<file path="src/rtl/core/rsi_pkg.sv">
// ----------------------------------------------------------------------------
// rsi_pkg
// Shared types, constants and character helpers for the radix string to
// integer converter.
// ----------------------------------------------------------------------------
package rsi_pkg;

  // field widths
  localparam int CH_W       = 8;
  localparam int RADIX_W    = 6;
  localparam int VALUE_W    = 64;
  localparam int CONSUMED_W = 13;
  localparam int DIGIT_W    = 6;
  localparam int PROD_W     = VALUE_W + RADIX_W;

  // default character limit for the consumed counter
  localparam int MAX_CHARS_DEF = 4096;

  // configuration port
  localparam int PADDR_W   = 3;
  localparam int PDATA_W   = 32;
  localparam int REG_IDX_W = 1;
  localparam logic [REG_IDX_W-1:0] REG_RADIX = 1'b0;
  localparam logic [RADIX_W-1:0]   RADIX_RST = 6'd10;

  // bases
  localparam logic [RADIX_W-1:0] BASE_AUTO  = 6'd0;
  localparam logic [RADIX_W-1:0] BASE_EIGHT = 6'd8;
  localparam logic [RADIX_W-1:0] BASE_TEN   = 6'd10;
  localparam logic [RADIX_W-1:0] BASE_SIXTN = 6'd16;
  localparam logic [RADIX_W-1:0] BASE_MAX   = 6'd36;
  localparam logic [RADIX_W-1:0] BASE_ONE   = 6'd1;

  // characters
  localparam logic [CH_W-1:0] CH_SPACE = 8'd32;
  localparam logic [CH_W-1:0] CH_TAB   = 8'd9;
  localparam logic [CH_W-1:0] CH_CR    = 8'd13;
  localparam logic [CH_W-1:0] CH_PLUS  = 8'h2B;
  localparam logic [CH_W-1:0] CH_MINUS = 8'h2D;
  localparam logic [CH_W-1:0] CH_ZERO  = 8'h30;
  localparam logic [CH_W-1:0] CH_NINE  = 8'h39;
  localparam logic [CH_W-1:0] CH_LO_A  = 8'h61;
  localparam logic [CH_W-1:0] CH_LO_X  = 8'h78;
  localparam logic [CH_W-1:0] CH_LO_Z  = 8'h7A;
  localparam logic [CH_W-1:0] CH_UP_A  = 8'h41;
  localparam logic [CH_W-1:0] CH_UP_X  = 8'h58;
  localparam logic [CH_W-1:0] CH_UP_Z  = 8'h5A;

  // digit code for a character that is no digit in any base
  localparam logic [DIGIT_W-1:0] DIGIT_NONE = 6'd63;
  localparam logic [DIGIT_W-1:0] DIGIT_TEN  = 6'd10;

  // signed 64-bit limits
  localparam logic [VALUE_W-1:0] POS_LIMIT = 64'h7FFF_FFFF_FFFF_FFFF;
  localparam logic [VALUE_W-1:0] NEG_LIMIT = 64'h8000_0000_0000_0000;

  // parse phase
  typedef enum logic [2:0] {
    PH_IDLE,
    PH_LEAD,
    PH_PREFIX,
    PH_ZERO,
    PH_DIGITS
  } phase_e;

  // base update selection
  typedef enum logic [1:0] {
    BSEL_KEEP,
    BSEL_OCT,
    BSEL_DEC,
    BSEL_HEX
  } base_sel_e;

  // controller to datapath
  typedef struct packed {
    logic      clear;
    base_sel_e base_sel;
    logic      set_sign;
    logic      count;
    logic      accumulate;
    logic      emit;
  } rsi_cmd_t;

  // datapath to controller
  typedef struct packed {
    logic radix_bad;
    logic is_space;
    logic is_sign;
    logic is_zero;
    logic is_x;
    logic base_auto;
    logic base_auto_or_hex;
    logic digit_ok;
    logic out_full;
  } rsi_sts_t;

  // c-locale whitespace
  function automatic logic is_space_f(logic [CH_W-1:0] c);
    return (c == CH_SPACE) || ((c >= CH_TAB) && (c <= CH_CR));
  endfunction

  // digit value 0..35, or DIGIT_NONE
  function automatic logic [DIGIT_W-1:0] digit_of_f(logic [CH_W-1:0] c);
    logic [CH_W-1:0] d;
    d = '0;
    if ((c >= CH_ZERO) && (c <= CH_NINE)) begin
      d = c - CH_ZERO;
    end else if ((c >= CH_LO_A) && (c <= CH_LO_Z)) begin
      d = c - CH_LO_A + CH_W'(DIGIT_TEN);
    end else if ((c >= CH_UP_A) && (c <= CH_UP_Z)) begin
      d = c - CH_UP_A + CH_W'(DIGIT_TEN);
    end else begin
      d = CH_W'(DIGIT_NONE);
    end
    return d[DIGIT_W-1:0];
  endfunction

endpackage

</file>
<file path="src/rtl/core/rsi_in_if.sv">
// ----------------------------------------------------------------------------
// rsi_in_if
// Character channel: one ASCII character and a start-of-string mark per beat.
// ----------------------------------------------------------------------------
interface rsi_in_if import rsi_pkg::*; ();
  logic            valid;
  logic            ready;
  logic [CH_W-1:0] ch;
  logic            start_req;

  modport source (output valid, ch, start_req, input ready);
  modport sink (input valid, ch, start_req, output ready);
endinterface

</file>
<file path="src/rtl/core/rsi_out_if.sv">
// ----------------------------------------------------------------------------
// rsi_out_if
// Result channel: parsed value, consumed count and range flag per beat.
// ----------------------------------------------------------------------------
interface rsi_out_if import rsi_pkg::*; ();
  logic                      valid;
  logic                      ready;
  logic signed [VALUE_W-1:0] value;
  logic [CONSUMED_W-1:0]     consumed;
  logic                      range_error;

  modport source (output valid, value, consumed, range_error, input ready);
  modport sink (input valid, value, consumed, range_error, output ready);
endinterface

</file>
<file path="src/rtl/core/radix_string_to_integer.sv">
// ----------------------------------------------------------------------------
// radix_string_to_integer
// Streaming string to signed 64-bit integer converter with a configurable
// radix (2..36 or automatic), C-locale whitespace, sign and 0x prefix.
//
//   channel  dir  beat contents                       handshake
//   in_i     in   ch, start_req                       valid / ready
//   out_o    out  value, consumed, range_error        valid / ready
//   apb      in   radix register at byte address 0    psel / penable
//
// One character per clock; the multiply-add of the accumulator and its limit
// compare are combinational. The terminating character loads the
// result register, and while that result waits the next character is held off.
// Input stalls only while the result register is full and not being taken.
// Reset clears the parse to idle and sets the radix to ten.
// ----------------------------------------------------------------------------
module radix_string_to_integer import rsi_pkg::*; #(
  parameter int MAX_CHARS = MAX_CHARS_DEF
) (
  input  logic               clk_i,
  input  logic               rst_ni,
  rsi_in_if.sink             in_i,
  rsi_out_if.source          out_o,
  input  logic               psel,
  input  logic               penable,
  input  logic               pwrite,
  input  logic [PADDR_W-1:0] paddr,
  input  logic [PDATA_W-1:0] pwdata,
  output logic [PDATA_W-1:0] prdata,
  output logic               pready
);

  logic [RADIX_W-1:0]   radix_q;
  logic [REG_IDX_W-1:0] reg_idx;
  logic                 cfg_wr;
  rsi_cmd_t             cmd;
  rsi_sts_t             sts;

  // configuration register
  assign pready  = 1'b1;
  assign reg_idx = paddr[PADDR_W-1:PADDR_W-REG_IDX_W];
  assign cfg_wr  = psel && penable && pwrite && pready && (reg_idx == REG_RADIX);
  assign prdata  = (reg_idx == REG_RADIX) ? PDATA_W'(radix_q) : '0;

  always_ff @(posedge clk_i or negedge rst_ni) begin
    if (!rst_ni) begin
      radix_q <= RADIX_RST;
    end else if (cfg_wr) begin
      radix_q <= pwdata[RADIX_W-1:0];
    end
  end

  // parse controller
  rsi_ctrl u_ctrl (
    .clk_i       (clk_i),
    .rst_ni      (rst_ni),
    .in_valid_i  (in_i.valid),
    .start_req_i (in_i.start_req),
    .out_ready_i (out_o.ready),
    .sts_i       (sts),
    .in_ready_o  (in_i.ready),
    .cmd_o       (cmd)
  );

  // datapath and result register
  rsi_dpath #(
    .MAX_CHARS (MAX_CHARS)
  ) u_dpath (
    .clk_i             (clk_i),
    .rst_ni            (rst_ni),
    .radix_i           (radix_q),
    .ch_i              (in_i.ch),
    .start_req_i       (in_i.start_req),
    .cmd_i             (cmd),
    .out_ready_i       (out_o.ready),
    .sts_o             (sts),
    .out_valid_o       (out_o.valid),
    .out_value_o       (out_o.value),
    .out_consumed_o    (out_o.consumed),
    .out_range_error_o (out_o.range_error)
  );

endmodule

</file>
<file path="src/rtl/core/rsi_ctrl.sv">
// ----------------------------------------------------------------------------
// rsi_ctrl
// Parse state machine: walks whitespace, sign, prefix and digit phases and
// issues one command word per accepted character.
// ----------------------------------------------------------------------------
module rsi_ctrl import rsi_pkg::*; (
  input  logic     clk_i,
  input  logic     rst_ni,
  input  logic     in_valid_i,
  input  logic     start_req_i,
  input  logic     out_ready_i,
  input  rsi_sts_t sts_i,
  output logic     in_ready_o,
  output rsi_cmd_t cmd_o
);

  phase_e phase_q, phase_d;
  logic   fire;

  // a beat is taken whenever the result register has room
  assign in_ready_o = !sts_i.out_full || out_ready_i;
  assign fire       = in_valid_i && in_ready_o;

  // state register
  always_ff @(posedge clk_i or negedge rst_ni) begin
    if (!rst_ni) begin
      phase_q <= PH_IDLE;
    end else begin
      phase_q <= phase_d;
    end
  end

  // next state and commands; a character may fall through several phases
  always_comb begin
    phase_e ph;
    logic   done;
    phase_d = phase_q;
    cmd_o   = '0;
    ph      = phase_q;
    done    = 1'b0;
    if (fire) begin
      if (start_req_i) begin
        cmd_o.clear = 1'b1;
        ph          = PH_LEAD;
        if (sts_i.radix_bad) begin
          cmd_o.emit = 1'b1;
          phase_d    = PH_IDLE;
          done       = 1'b1;
        end
      end
      if (ph == PH_IDLE) begin
        done = 1'b1;
      end
      // leading whitespace and sign
      if (!done && ph == PH_LEAD) begin
        if (sts_i.is_space) begin
          cmd_o.count = 1'b1;
          phase_d     = PH_LEAD;
          done        = 1'b1;
        end else if (sts_i.is_sign) begin
          cmd_o.set_sign = 1'b1;
          cmd_o.count    = 1'b1;
          phase_d        = PH_PREFIX;
          done           = 1'b1;
        end else begin
          ph = PH_PREFIX;
        end
      end
      // leading zero of a prefix
      if (!done && ph == PH_PREFIX) begin
        if (sts_i.is_zero && sts_i.base_auto_or_hex) begin
          if (sts_i.base_auto) begin
            cmd_o.base_sel = BSEL_OCT;
          end
          cmd_o.count = 1'b1;
          phase_d     = PH_ZERO;
          done        = 1'b1;
        end else begin
          if (sts_i.base_auto) begin
            cmd_o.base_sel = BSEL_DEC;
          end
          ph = PH_DIGITS;
        end
      end
      // x after the zero
      if (!done && ph == PH_ZERO) begin
        if (sts_i.is_x) begin
          cmd_o.base_sel = BSEL_HEX;
          cmd_o.count    = 1'b1;
          phase_d        = PH_DIGITS;
          done           = 1'b1;
        end else begin
          ph = PH_DIGITS;
        end
      end
      // digit collection
      if (!done && ph == PH_DIGITS) begin
        if (sts_i.digit_ok) begin
          cmd_o.count      = 1'b1;
          cmd_o.accumulate = 1'b1;
          phase_d          = PH_DIGITS;
        end else begin
          cmd_o.emit = 1'b1;
          phase_d    = PH_IDLE;
        end
      end
    end
  end

  // a result only comes from an accepted beat
  a_emit_on_fire: assert property (@(posedge clk_i) disable iff (!rst_ni)
    cmd_o.emit |-> fire)
    else $error("result issued without an accepted beat");

  // a result ends the parse
  a_emit_idles: assert property (@(posedge clk_i) disable iff (!rst_ni)
    cmd_o.emit |=> phase_q == PH_IDLE)
    else $error("parse still active after its result");

endmodule

</file>
<file path="src/rtl/core/rsi_dpath.sv">
// ----------------------------------------------------------------------------
// rsi_dpath
// Character decode, base, sign, magnitude accumulator with overflow check,
// saturating character counter and the result register.
// ----------------------------------------------------------------------------
module rsi_dpath import rsi_pkg::*; #(
  parameter int MAX_CHARS = MAX_CHARS_DEF
) (
  input  logic                      clk_i,
  input  logic                      rst_ni,
  input  logic [RADIX_W-1:0]        radix_i,
  input  logic [CH_W-1:0]           ch_i,
  input  logic                      start_req_i,
  input  rsi_cmd_t                  cmd_i,
  input  logic                      out_ready_i,
  output rsi_sts_t                  sts_o,
  output logic                      out_valid_o,
  output logic signed [VALUE_W-1:0] out_value_o,
  output logic [CONSUMED_W-1:0]     out_consumed_o,
  output logic                      out_range_error_o
);

  localparam int CNT_W = $clog2(MAX_CHARS + 1);

  logic                 neg_q, neg_d;
  logic [RADIX_W-1:0]   base_q, base_d;
  logic [VALUE_W-1:0]   mag_q, mag_d;
  logic [CNT_W-1:0]     cnt_q, cnt_d;
  logic                 ovf_q, ovf_d;

  logic                 out_valid_q;
  logic [VALUE_W-1:0]   out_value_q;
  logic [CONSUMED_W-1:0] out_consumed_q;
  logic                 out_range_error_q;

  logic                 neg_cur, ovf_cur;
  logic [RADIX_W-1:0]   base_cur, base_eff;
  logic [VALUE_W-1:0]   mag_cur, limit, result_value;
  logic [CNT_W-1:0]     cnt_cur, cnt_inc;
  logic [DIGIT_W-1:0]   digit;
  logic [PROD_W-1:0]    acc;
  logic                 acc_over;

  // state as seen by this beat: a start beat sees fresh state
  assign neg_cur  = start_req_i ? 1'b0 : neg_q;
  assign ovf_cur  = start_req_i ? 1'b0 : ovf_q;
  assign base_cur = start_req_i ? radix_i : base_q;
  assign mag_cur  = start_req_i ? '0 : mag_q;
  assign cnt_cur  = start_req_i ? '0 : cnt_q;
  assign base_eff = (base_cur == BASE_AUTO) ? BASE_TEN : base_cur;

  // character decode
  assign digit = digit_of_f(ch_i);

  assign sts_o.radix_bad        = (radix_i == BASE_ONE) || (radix_i > BASE_MAX);
  assign sts_o.is_space         = is_space_f(ch_i);
  assign sts_o.is_sign          = (ch_i == CH_PLUS) || (ch_i == CH_MINUS);
  assign sts_o.is_zero          = (ch_i == CH_ZERO);
  assign sts_o.is_x             = (ch_i == CH_LO_X) || (ch_i == CH_UP_X);
  assign sts_o.base_auto        = (base_cur == BASE_AUTO);
  assign sts_o.base_auto_or_hex = (base_cur == BASE_AUTO) || (base_cur == BASE_SIXTN);
  assign sts_o.digit_ok         = (digit < base_eff);
  assign sts_o.out_full         = out_valid_q;

  // multiply-add and limit check; m*b+d > limit matches the divided form
  assign limit    = neg_cur ? NEG_LIMIT : POS_LIMIT;
  assign acc      = PROD_W'(mag_cur) * PROD_W'(base_eff) + PROD_W'(digit);
  assign acc_over = acc > PROD_W'(limit);

  // saturating character count
  assign cnt_inc = (cnt_cur < CNT_W'(MAX_CHARS)) ? cnt_cur + CNT_W'(1) : cnt_cur;

  // final value with saturation
  always_comb begin
    if (ovf_cur) begin
      result_value = neg_cur ? NEG_LIMIT : POS_LIMIT;
    end else begin
      result_value = neg_cur ? (VALUE_W'(0) - mag_cur) : mag_cur;
    end
  end

  // next parse state
  always_comb begin
    neg_d = cmd_i.clear ? 1'b0 : neg_q;
    ovf_d = cmd_i.clear ? 1'b0 : ovf_q;
    mag_d = cmd_i.clear ? '0 : mag_q;
    cnt_d = cmd_i.clear ? '0 : cnt_q;
    base_d = cmd_i.clear ? radix_i : base_q;
    if (cmd_i.set_sign) begin
      neg_d = (ch_i == CH_MINUS);
    end
    if (cmd_i.count) begin
      cnt_d = cnt_inc;
    end
    case (cmd_i.base_sel)
      BSEL_KEEP: ;
      BSEL_OCT:  base_d = BASE_EIGHT;
      BSEL_DEC:  base_d = BASE_TEN;
      BSEL_HEX:  base_d = BASE_SIXTN;
      default:   ;
    endcase
    if (cmd_i.accumulate && !ovf_cur) begin
      if (acc_over) begin
        ovf_d = 1'b1;
      end else begin
        mag_d = acc[VALUE_W-1:0];
      end
    end
  end

  // parse state registers
  always_ff @(posedge clk_i or negedge rst_ni) begin
    if (!rst_ni) begin
      neg_q  <= 1'b0;
      ovf_q  <= 1'b0;
      mag_q  <= '0;
      cnt_q  <= '0;
      base_q <= '0;
    end else begin
      neg_q  <= neg_d;
      ovf_q  <= ovf_d;
      mag_q  <= mag_d;
      cnt_q  <= cnt_d;
      base_q <= base_d;
    end
  end

  // result register valid
  always_ff @(posedge clk_i or negedge rst_ni) begin
    if (!rst_ni) begin
      out_valid_q <= 1'b0;
    end else if (cmd_i.emit) begin
      out_valid_q <= 1'b1;
    end else if (out_ready_i) begin
      out_valid_q <= 1'b0;
    end
  end

  // result register payload
  always_ff @(posedge clk_i) begin
    if (cmd_i.emit) begin
      out_value_q       <= result_value;
      out_consumed_q    <= CONSUMED_W'(cnt_cur);
      out_range_error_q <= ovf_cur;
    end
  end

  assign out_valid_o       = out_valid_q;
  assign out_value_o       = out_value_q;
  assign out_consumed_o    = out_consumed_q;
  assign out_range_error_o = out_range_error_q;

  // a held result is never overwritten
  a_no_overwrite: assert property (@(posedge clk_i) disable iff (!rst_ni)
    cmd_i.emit |-> (!out_valid_q || out_ready_i))
    else $error("result register overwritten before it was taken");

  // magnitude stays within the negative limit until overflow
  a_mag_bound: assert property (@(posedge clk_i) disable iff (!rst_ni)
    !ovf_q |-> (mag_q <= NEG_LIMIT))
    else $error("magnitude past range without overflow flag");

  // range flag comes with a saturated value
  a_range_sat: assert property (@(posedge clk_i) disable iff (!rst_ni)
    (out_valid_q && out_range_error_q) |->
      (out_value_q == POS_LIMIT || out_value_q == NEG_LIMIT))
    else $error("range flag with unsaturated value");

endmodule

</file>
<file path="src/flat_wrapper.sv">
// flat-port wrapper written by rule: the top's interface ports become plain ports
module radix_string_to_integer_flat import rsi_pkg::*;
#(
  parameter int MAX_CHARS = MAX_CHARS_DEF
)
  (clk_i, rst_ni, psel, penable, pwrite, paddr, pwdata, prdata, pready, in_i_valid, in_i_ch, in_i_start_req, in_i_ready, out_o_valid, out_o_value, out_o_consumed, out_o_range_error, out_o_ready);
  rsi_in_if in_i_i ();
  rsi_out_if out_o_i ();
  input  logic clk_i;
  input  logic rst_ni;
  input  logic psel;
  input  logic penable;
  input  logic pwrite;
  input  logic [PADDR_W-1:0] paddr;
  input  logic [PDATA_W-1:0] pwdata;
  output logic [PDATA_W-1:0] prdata;
  output logic pready;
  input wire logic [$bits(in_i_i.valid)-1:0] in_i_valid;
  input wire logic [$bits(in_i_i.ch)-1:0] in_i_ch;
  input wire logic [$bits(in_i_i.start_req)-1:0] in_i_start_req;
  output wire logic [$bits(in_i_i.ready)-1:0] in_i_ready;
  output wire logic [$bits(out_o_i.valid)-1:0] out_o_valid;
  output wire logic [$bits(out_o_i.value)-1:0] out_o_value;
  output wire logic [$bits(out_o_i.consumed)-1:0] out_o_consumed;
  output wire logic [$bits(out_o_i.range_error)-1:0] out_o_range_error;
  input wire logic [$bits(out_o_i.ready)-1:0] out_o_ready;
  assign in_i_i.valid = in_i_valid;
  assign in_i_i.ch = in_i_ch;
  assign in_i_i.start_req = in_i_start_req;
  assign in_i_ready = in_i_i.ready;
  assign out_o_valid = out_o_i.valid;
  assign out_o_value = out_o_i.value;
  assign out_o_consumed = out_o_i.consumed;
  assign out_o_range_error = out_o_i.range_error;
  assign out_o_i.ready = out_o_ready;
  radix_string_to_integer #(.MAX_CHARS(MAX_CHARS)) u_core (.clk_i(clk_i), .rst_ni(rst_ni), .in_i(in_i_i), .out_o(out_o_i), .psel(psel), .penable(penable), .pwrite(pwrite), .paddr(paddr), .pwdata(pwdata), .prdata(prdata), .pready(pready));
endmodule
</file>
<file path="config.mk">
export PLATFORM = sky130hd
export DESIGN_NAME = radix_string_to_integer_flat
export DESIGN_NICKNAME = d
export VERILOG_FILES = /design/src/rtl/core/rsi_pkg.sv /design/src/rtl/core/rsi_in_if.sv /design/src/rtl/core/rsi_out_if.sv /design/src/rtl/core/radix_string_to_integer.sv /design/src/rtl/core/rsi_ctrl.sv /design/src/rtl/core/rsi_dpath.sv /design/src/flat_wrapper.sv
export SDC_FILE = /design/constraint.sdc
export NUM_CORES = 1
export LEC_CHECK = 0
export BUFFER_PORTS_ARGS = -buffer_cell sky130_fd_sc_hd__buf_2
export CAP_MARGIN = 20
export CORE_ASPECT_RATIO = 1.1
export CORE_MARGIN = 5
export CORE_UTILIZATION = 45
export CTS_CLUSTER_SIZE = 10
export DETAILED_ROUTE_END_ITERATION = 7
export MAX_ROUTING_LAYER = met4
export SKIP_LAST_GASP = 1
export SLEW_MARGIN = 20
export SYNTH_ARGS = -nofsm -noshare
export SYNTH_HDL_FRONTEND = slang
export SYNTH_HIERARCHICAL = 1
export SYNTH_SLANG_ARGS = --single-unit
</file>
<file path="constraint.sdc">
create_clock -name clk_i -period 12.35 [get_ports clk_i]
set_clock_uncertainty 0.15 [all_clocks]
set_input_delay 1.235 -clock clk_i [delete_from_list [all_inputs] [get_ports clk_i]]
set_output_delay 1.235 -clock clk_i [all_outputs]
set_load 0.1 [all_outputs]
</file>
# ---- Yosys cells after proc, flatten, opt, wreduce, memory -nomap -nowiden
# Cells that the tools add are included.
# Widths: inputs -> output; s select.
dict set report word_totals {
  register_bits 173
  input_bits 51
  output_inout_bits 113
  elab_cells 164
}
dict set report op_classes {
  addsub 8
  multipliers 1
  magnitude_cmp 12
  n_eq_ne 15
  n_mux 84
  bitwise_logic 1
  n_reduce_logical 32
}
# op n
set ops {}
lappend ops {{$mux 64} 7}
lappend ops {{$mux 3} 24}
lappend ops {{$add 70x6->70} 1}
lappend ops {{$gt 70x64->1} 1}
lappend ops {{$mul 64x6->70} 1}
lappend ops {{$sub 1x64->64 const A} 1}
lappend ops {{$mux 13} 4}
lappend ops {{$mux 6} 7}
lappend ops {{$eq 8x6->1 const B} 4}
lappend ops {{$mux 1} 32}
lappend ops {{$pmux 6 s3} 1}
lappend ops {{$eq 8x7->1 const B} 2}
lappend ops {{$ge 8x7->1 const B} 2}
lappend ops {{$le 8x7->1 const B} 2}
lappend ops {{$mux 2} 8}
lappend ops {{$logic_and 1x1->1} 14}
lappend ops {{$add 13x1->13 const B} 1}
lappend ops {{$lt 13x13->1 const B} 1}
lappend ops {{$add 6x4->6 const B} 2}
lappend ops {{$sub 6x6->6 const B} 2}
lappend ops {{$ge 8x4->1 const B} 1}
lappend ops {{$ge 8x6->1 const B} 1}
lappend ops {{$le 8x4->1 const B} 1}
lappend ops {{$le 8x6->1 const B} 1}
lappend ops {{other kinds (18)} 32}

# ---- Depth between registers and ports, before layout
# Gate-level depths: netlist of the first run.
dict set report logic_depth {
  ltp_word 26
  depth_mapped 40
  ltp_nobuf 35
}

# ---- Cells and area by module
# The synthesis of the first run kept the hierarchy.
# mod n_inst cells_each area_per_inst_um2 seq_area_each_um2
set modules_own_cells {}
lappend modules_own_cells {rsi_dpath 1 2729 24433.4 4494.3}
lappend modules_own_cells {radix_string_to_integer 1 48 506.7 152.6}
lappend modules_own_cells {rsi_ctrl 1 62 447.9 75.1}

# ---- Least setup slack after synthesis of the first run
# No wires, ideal clock.
dict set report synth_path {
  kind {in2reg}
  startpoint {input port in_i_start_req}
  endpoint {register u_core.u_dpath.mag_q[10]}
  setup_ns 0.125
  t_arrival_ns 10.084
  t_required_ns 12.075
  slack_ns 1.991
  path_stages 38
  path_buffers 4
  cell_sequence {clkbuf_1 > buf_1 > mux2i_1 > and4_1 > and2_1 > a21oi_1 > nor2_1 > clkbuf_1 > nand2_1 > fa_1 > fa_1 > inv_1 > fa_1 > inv_1 > fa_1 > inv_1 > ha_1 > nand3_1 > [2 not listed] > and4_1 > or2_2 > a21oi_1 > a21o_1 > a21boi_0 > o311a_1 > ha_1 > nand4_1 > nor4_1 > and3_1 > and4_1 > a211oi_1 > nand4_1 > a22oi_1 > o2111ai_2 > nor4_4 > buf_6 > mux2_4}
}
# item line
set synth_rtl {}
lappend synth_rtl {{from (decl)} flat_wrapper.sv:20} ;# input wire logic [$bits(in_i_i.start_req)-1:0] in_i_start_req;
lappend synth_rtl {{to (signal assigned)} rsi_dpath.sv:122} ;# mag_q <= mag_d;
lappend synth_rtl {{to (decl)} rsi_dpath.sv:27} ;# logic [VALUE_W-1:0] mag_q, mag_d;

==> results.sh, run 1 <==
export IMPL_synthArstFlopShare_pct=54.9
export IMPL_ys_seq_area_share_pct=18.6
export IMPL_synth_edf_count=78
export IMPL_p_per_area_nw_per_um2=105
export IMPL_area_growth_pct=5.98
export IMPL_final_seq_area_sq_um=4720
export IMPL_rsz0062_at_grt="false"
export IMPL_gp_congestion=0.927
export IMPL_final_cells=3562
export IMPL_power_total_mw=2.82
export IMPL_drc=0
export IMPL_h_tree_depth=4
export IMPL_ant_nets=0
export IMPL_finalCriticalPeriod_ns=11.38
export IMPL_layout_nets=3335
export IMPL_met3_usage_pct=2.68
export IMPL_grt_max_degree=70
export IMPL_path_clk_slew_ns=0.07
export IMPL_hold_class="flop to flop"
export IMPL_cp_arrival_ns=11.59
export IMPL_ios=164
export IMPL_clkPwrFrac_pct=19.4
export IMPL_cts_buffers=17
export IMPL_insertion_delay_ns=0.48
export IMPL_status="finished, final reports clean"
export IMPL_power_share_sequential_pct=28.0
export IMPL_vias=21500
export IMPL_dp_hpwl_um=59700
export IMPL_filler_cell_count=5433
export IMPL_synthFlopType="dfrtp_1"
export IMPL_grt_use_met2_pct=42.5
export IMPL_cts_resized=0
export IMPL_setup_viol=0
export IMPL_ctsLongestPathBuffers=2
export IMPL_syn_area_sq_um=25400
export IMPL_fp_dieArea_sq_um=61300
export IMPL_crit_type="primary input to flop"
export IMPL_internal_power_mw=1.33
export IMPL_maxSlewHeadroom_pct=24.9
export IMPL_crit_top_cell="fa_1"
export IMPL_initial_core_util_pct=45.3
export IMPL_avgViaCountPerCell=6.03
export IMPL_period_share_pct=92.1
export IMPL_slew_viol_final=0
export IMPL_grt_pass1_vias=22000
export IMPL_cts_sinks=173
export IMPL_dr_pass1_iters=8
export IMPL_cts_setup_buffers=0
export IMPL_final_common_cell="and2_1"
export IMPL_ys_ff_latch=173
export IMPL_final_hold_viol_count=0
export IMPL_use_met1_pct=34.2
export IMPL_yosysUniqueCellTypes=100
export IMPL_crit_fanout=64
export IMPL_cp_start_kind="primary input"
export IMPL_avgSynthCellArea_sq_um=8.94
export IMPL_ctsHoldBuffers=0
export IMPL_p_leak_nw=13.1
export IMPL_io_buffers=108
export IMPL_wl_um=78600
export IMPL_cts_tree="yes"
export IMPL_ir_drop_mv=0.0991
export IMPL_tightest_slew_ns=1.12
export IMPL_grt_pass1_wl_um=125000
export IMPL_drtIter0Drc=1680
export IMPL_maxCapViolations=0
export IMPL_crit_slowest_cell="nor4_1"
export IMPL_max_freq_mhz=87.9
export IMPL_switching_power_mw=1.49
export IMPL_dp_cells=3526
export IMPL_synthCells=2839
export IMPL_cts_root_buf="clkbuf_16"
export IMPL_power_frac_comb_pct=52.6
export IMPL_die_y_um=259
export IMPL_finalSetupTns_ns=0
export IMPL_multi_input_area_sq_um=19300
export IMPL_rows=91
export IMPL_p_sw_share_pct=52.8
export IMPL_max_stage_delay_ns=0.56
export IMPL_grt_remaining_overflow=0
export IMPL_avgRoutedWirePerCell_um=22.1
export IMPL_grt_busiest_layer="met2"
export IMPL_worstPathRequired_ns=12.56
export IMPL_yosys_warnings=6
export IMPL_core_sq_um=56000
export IMPL_end_kind="flop"
export IMPL_die_w_um=236
export IMPL_layout_common_cells="and2_1, fa_1, ha_1"
export IMPL_drive_gt1_share_pct=10.7
export IMPL_antenna_found_initial=2
export IMPL_grt_usage_pct=26.2
==> layout make-up <==
class	instances	share of cell area, %
inverters	141	1.97
clock inverters	15	0.558
multi-input cells	2323	71.6
clock buffers	17	1.58
diodes	3	0.0279
well taps	744	3.46
repair buffers	146	3.26
flip-flops and latches	173	17.6
==> registers in the layout, summed over array words and instances (netlist names) <==
name and flops:
u_core/u_dpath/mag_q 64, u_core/u_dpath/out_value_o 64, u_core/u_dpath/cnt_q 13, u_core/u_dpath/out_consumed_o 13, u_core/radix_q 6, u_core/u_dpath/base_q 6
u_core/u_ctrl/phase_q 3, u_core/u_dpath/neg_q 1, u_core/u_dpath/out_range_error_o 1, u_core/u_dpath/out_valid_o 1, u_core/u_dpath/ovf_q 1
==> synthesized netlist by cell type, types with 10 or more instances <==
cell type  number  share of area [%]
a211oi_1       15               0.44
a21o_1         27               0.80
a21oi_1       167                3.3
a221oi_1       31                1.1
a31oi_1        27               0.67
and2_1        299                7.4
and3_1         16               0.39
buf_1          12               0.18
buf_4          29               0.86
buf_6          11               0.49
clkbuf_1      167                2.5
dfrtp_1        93                9.2
edfxtp_1       78                9.2
fa_1          252                 20
ha_1          230                 11
inv_1         140                2.1
mux2_2         12               0.53
mux2_4         50                3.0
mux2i_1        11               0.43
nand2_1       222                3.3
nand2b_1       19               0.47
nand3_1        39               0.77
nand4_1        37               0.91
nor2_1        216                3.2
nor2b_1        93                2.3
nor3_1         45               0.89
nor4_1         22               0.54
o211ai_1       11               0.33
o21a_1         10               0.30
o21ai_0       132                2.6
o21bai_1       19               0.56
o22ai_1        17               0.42
o31ai_1        26               0.77
o41ai_1        10               0.34
or2_2          10               0.25
or3_1          12               0.30
xnor2_1        43                1.5
xor2_1         22               0.76
==> worst paths after layout <==
| check | to | start | slack (ns) | cells after the start |
|---|---|---|---|---|
| worst max-delay path | u_core/u_dpath/mag_q[22]$_DFF_PN0_ | in_i_start_req | 0.97 | 37 |
| worst min-delay path | u_core/u_dpath/base_q[3]$_DFFE_PN0P_ | u_core/u_dpath/base_q[3]$_DFFE_PN0P_ | 0.34 | 2 |
| worst max register to register | u_core/u_dpath/mag_q[22]$_DFF_PN0_ | u_core/u_dpath/base_q[2]$_DFFE_PN0P_ | 1.55 | 36 |
| worst min register to register | u_core/u_dpath/base_q[3]$_DFFE_PN0P_ | u_core/u_dpath/base_q[3]$_DFFE_PN0P_ | 0.34 | 2 |
| max in group asynchronous | u_core/u_dpath/ovf_q$_DFF_PN0_ | rst_ni | 10.17 | 2 |
| min in group asynchronous | u_core/u_dpath/cnt_q[9]$_DFFE_PN0P_ | rst_ni | 0.62 | 1 |
==> per-stage QoR <==
step                setup slack, ns  cell area, sq um  utilization (%)  hold slack [ns]
finish                        0.972             26900             48.0            0.337
global route                  0.535             26900             48.0            0.354
CTS                            1.01             26900             48.0            0.338
detailed placement            0.523             26300             46.9            0.321
global placement              0.650             26300             46.9            0.309
floorplan                      1.99             25500                -            0.292
==> cells by family after synthesis <==
logic type	share of synthesized area, %
and+or+nand+nor	22.4
AOI/OAI and AO/OA	15.0
adders and majority gates	31.2
buffers and inverters	6.23
DFF	18.6
muxes	4.28
xor gates and xnor gates	2.24
other	0.0296
==> per-layer routing <==
layer,vias to the layer above,wire (um)
met5,-,0
li1,9709,-
met2,757,37700
met1,10800,33900
met3,169,4240
met4,0,2740
==> power groups by stage <==
stage / logic [mW] / clock network [mW] / registers [mW]
finish: 1.48 / 0.547 / 0.791
CTS: 1.46 / 0.559 / 0.791
floorplan: 0.757 / 0 / 1.14
global route: 1.57 / 0.580 / 0.804
detailed placement: 1.46 / 0 / 0.802
global placement: 1.43 / 0 / 0.802
==> critical path: cells and delay by family <==
| family | cells | cell delay, ns |
|---|---|---|
| muxes | 1 | 0.34 |
| AOI/OAI and AO/OA | 8 | 2.01 |
| and+or+nand+nor | 16 | 3.95 |
| buffers and inverters | 6 | 1.14 |
| adders and majority gates | 6 | 2.77 |
No activity file was read; power rests on OpenSTA's default activity.
==> run 2, diff against run 1 <==
==> constraint.sdc (replaced) <==
create_clock -name clk_i -period 9.5 [get_ports clk_i]
set_clock_uncertainty 0.15 [all_clocks]
set_input_delay 0.95 -clock clk_i [delete_from_list [all_inputs] [get_ports clk_i]]
set_output_delay 0.95 -clock clk_i [all_outputs]
set_load 0.02 [all_outputs]
==> run 2 against run 1 <==
Compared with the run above: count of clock-buffer cells in the layout rose by 1; critical path type unchanged; non-clock buffer count rose by 377; highest routed layer unchanged; critical path depth grew 4; largest cell class unchanged; total power rose by 25%; first-iteration DRC count grew 4.4%.
==> results.sh, run 2 (synthesis gave the netlist of run 1 again) <==
export IMPL_grt_pass1_vias=23400
export IMPL_p_leak_nw=15.2
export IMPL_grt_max_degree=70
export IMPL_cp_arrival_ns=9.49
export IMPL_core_sq_um=56000
export IMPL_crit_type="primary input to flop"
export IMPL_cts_buffers=17
export IMPL_filler_cell_count=5181
export IMPL_slew_viol_final=0
export IMPL_grt_remaining_overflow=0
export IMPL_grt_usage_pct=27.9
export IMPL_die_y_um=259
export IMPL_status="finished, final reports clean"
export IMPL_maxCapViolations=0
export IMPL_dp_hpwl_um=63800
export IMPL_cts_root_buf="clkbuf_16"
export IMPL_io_buffers=108
export IMPL_die_w_um=236
export IMPL_gp_congestion=0.985
export IMPL_antenna_found_initial=2
export IMPL_power_total_mw=3.54
export IMPL_area_growth_pct=22.1
export IMPL_final_common_cell="buf_4"
export IMPL_insertion_delay_ns=0.49
export IMPL_wl_um=85000
export IMPL_drc=0
export IMPL_ios=164
export IMPL_cp_start_kind="primary input"
export IMPL_post_route_util_pct=55.3
export IMPL_drive_gt1_share_pct=25.1
export IMPL_crit_path_start="in_i_start_req"
export IMPL_cts_tree="yes"
export IMPL_place_worst_setup_slack_ns=-0.911
export IMPL_fp_dieArea_sq_um=61300
export IMPL_finalWorstSetupSlack_ns=0.223
export IMPL_ir_drop_mv=0.143
export IMPL_r2r_end="u_core/u_dpath/mag_q[41]$_DFF_PN0_"
export IMPL_initial_core_util_pct=45.3
export IMPL_crit_slowest_cell="fa_1"
export IMPL_worstPathRequired_ns=9.72
export IMPL_crit_top_cell="buf_12"
export IMPL_vias=22800
export IMPL_grt_pass1_wl_um=133000
export IMPL_cts_sinks=173
export IMPL_max_stage_delay_ns=0.57
export IMPL_ant_nets=0
export IMPL_finalCriticalPeriod_ns=9.28
export IMPL_layout_nets=3712
export IMPL_avgRoutedWirePerCell_um=21.6
export IMPL_rows=91
export IMPL_final_hold_viol_count=0
export IMPL_h_tree_depth=4
export IMPL_avgViaCountPerCell=5.80
export IMPL_layout_common_cells="buf_4, and2_1, fa_1"
export IMPL_maxSlewHeadroom_pct=27.4
export IMPL_end_kind="flop"
export IMPL_ctsHoldBuffers=0
export IMPL_hold_class="primary input to asynchronous set/reset pin"
export IMPL_ctsLongestPathBuffers=2
export IMPL_crit_fanout=11
export IMPL_dr_pass1_iters=7
export IMPL_r2r_start="u_core/radix_q[3]$_DFFE_PN1P_"
export IMPL_p_per_area_nw_per_um2=114
export IMPL_r2r_setup_slack_ns=0.32
export IMPL_drtIter0Drc=1754
export IMPL_ff2ff_path_depth=40
export IMPL_path_clk_slew_ns=0.07
export IMPL_tightest_slew_ns=1.08
export IMPL_max_freq_mhz=108
export IMPL_setup_viol=0
export IMPL_endpoint="u_core/u_dpath/mag_q[41]$_DFF_PN0_"
export IMPL_period_share_pct=97.7
-- run 2: changes by cell type in the layout (fill, tap and decap cells not counted), moves of 6 or more --
cell,previous run,this run
a21oi_1,165,147
buf_4,37,380
o21ai_0,131,118
ha_1,230,197
and2_4,1,8
buf_12,2,14
ha_4,0,29
o21ai_1,6,16
xnor2_2,0,6
and2_1,299,292
xnor2_1,43,36
buf_6,0,12
a21oi_2,5,20
-- run 2: timing repair --
item / in CTS / in global routing
setup endpoints to repair: 64 / 64
cloned: 2 / 4
buffers inserted: 14 / 21
gates resized for setup: 67 / 116
pin swaps: 40 / 107
-- run 2: through the flow --
stage,area [sq um],hold WS [ns],cells,setup TNS [ns]
floorplan,25500,0.292,2864,0
global placement,28900,0.314,3864,-46.89
detailed placement,28900,0.324,3864,-55.17
CTS,30000,0.342,3912,0
global route,31000,0.382,3936,-0.199
finish,31000,0.348,3937,0
-- run 2: power by group --
group | total, mW | internal, mW | leakage [nW] | switching (mW)
Sequential | 1.02 | 0.918 | 2.04 | 0.106
Clock | 0.720 | 0.371 | 0.281 | 0.349
Combinational | 1.80 | 0.687 | 12.9 | 1.11
-- run 2: worst min-delay path by stage --
stage | startpoint | endpoint | cells past startpoint
after floorplan | u_core/u_dpath/base_q[3]$_DFFE_PN0P_ | u_core/u_dpath/base_q[3]$_DFFE_PN0P_ | 2
after global placement | u_core/u_dpath/base_q[3]$_DFFE_PN0P_ | u_core/u_dpath/base_q[3]$_DFFE_PN0P_ | 2
after detailed placement | u_core/u_dpath/base_q[1]$_DFFE_PN0P_ | u_core/u_dpath/base_q[1]$_DFFE_PN0P_ | 2
after CTS | u_core/u_dpath/base_q[3]$_DFFE_PN0P_ | u_core/u_dpath/base_q[3]$_DFFE_PN0P_ | 2
after global routing | rst_ni | u_core/u_dpath/cnt_q[6]$_DFFE_PN0P_ | 1
final | rst_ni | u_core/u_dpath/cnt_q[8]$_DFFE_PN0P_ | 1
-- run 2: metal layers --
metal  vias up  global-route usage (%)  part of all wire, %
li1      10500                       -                    -
met1     11400                    36.5                   43
met2       801                    45.6                   48
met3       172                    3.12                  5.4
met4         0                    9.53                  3.4
met5         -                       -                    0
-- run 2: critical path: cells and delay by family --
family / cells / cell delay [ns]
AOI/OAI and AO/OA: 10 / 2.01
and+or+nand+nor: 12 / 2.21
buffers and inverters: 11 / 1.51
muxes: 2 / 0.44
adders and majority gates: 6 / 2.34
-- run 2: cell type report --
type | count | area, sq um | share of cell area, %
flip-flops and latches | 173 | 4720 | 15.2
diodes | 1 | 2.50 | 0.00807
clock inverters | 14 | 150 | 0.484
multi-input cells | 2323 | 20200 | 65.0
repair buffers | 523 | 4070 | 13.1
well taps | 744 | 931 | 3.00
clock buffers | 18 | 429 | 1.38
inverters | 141 | 529 | 1.71
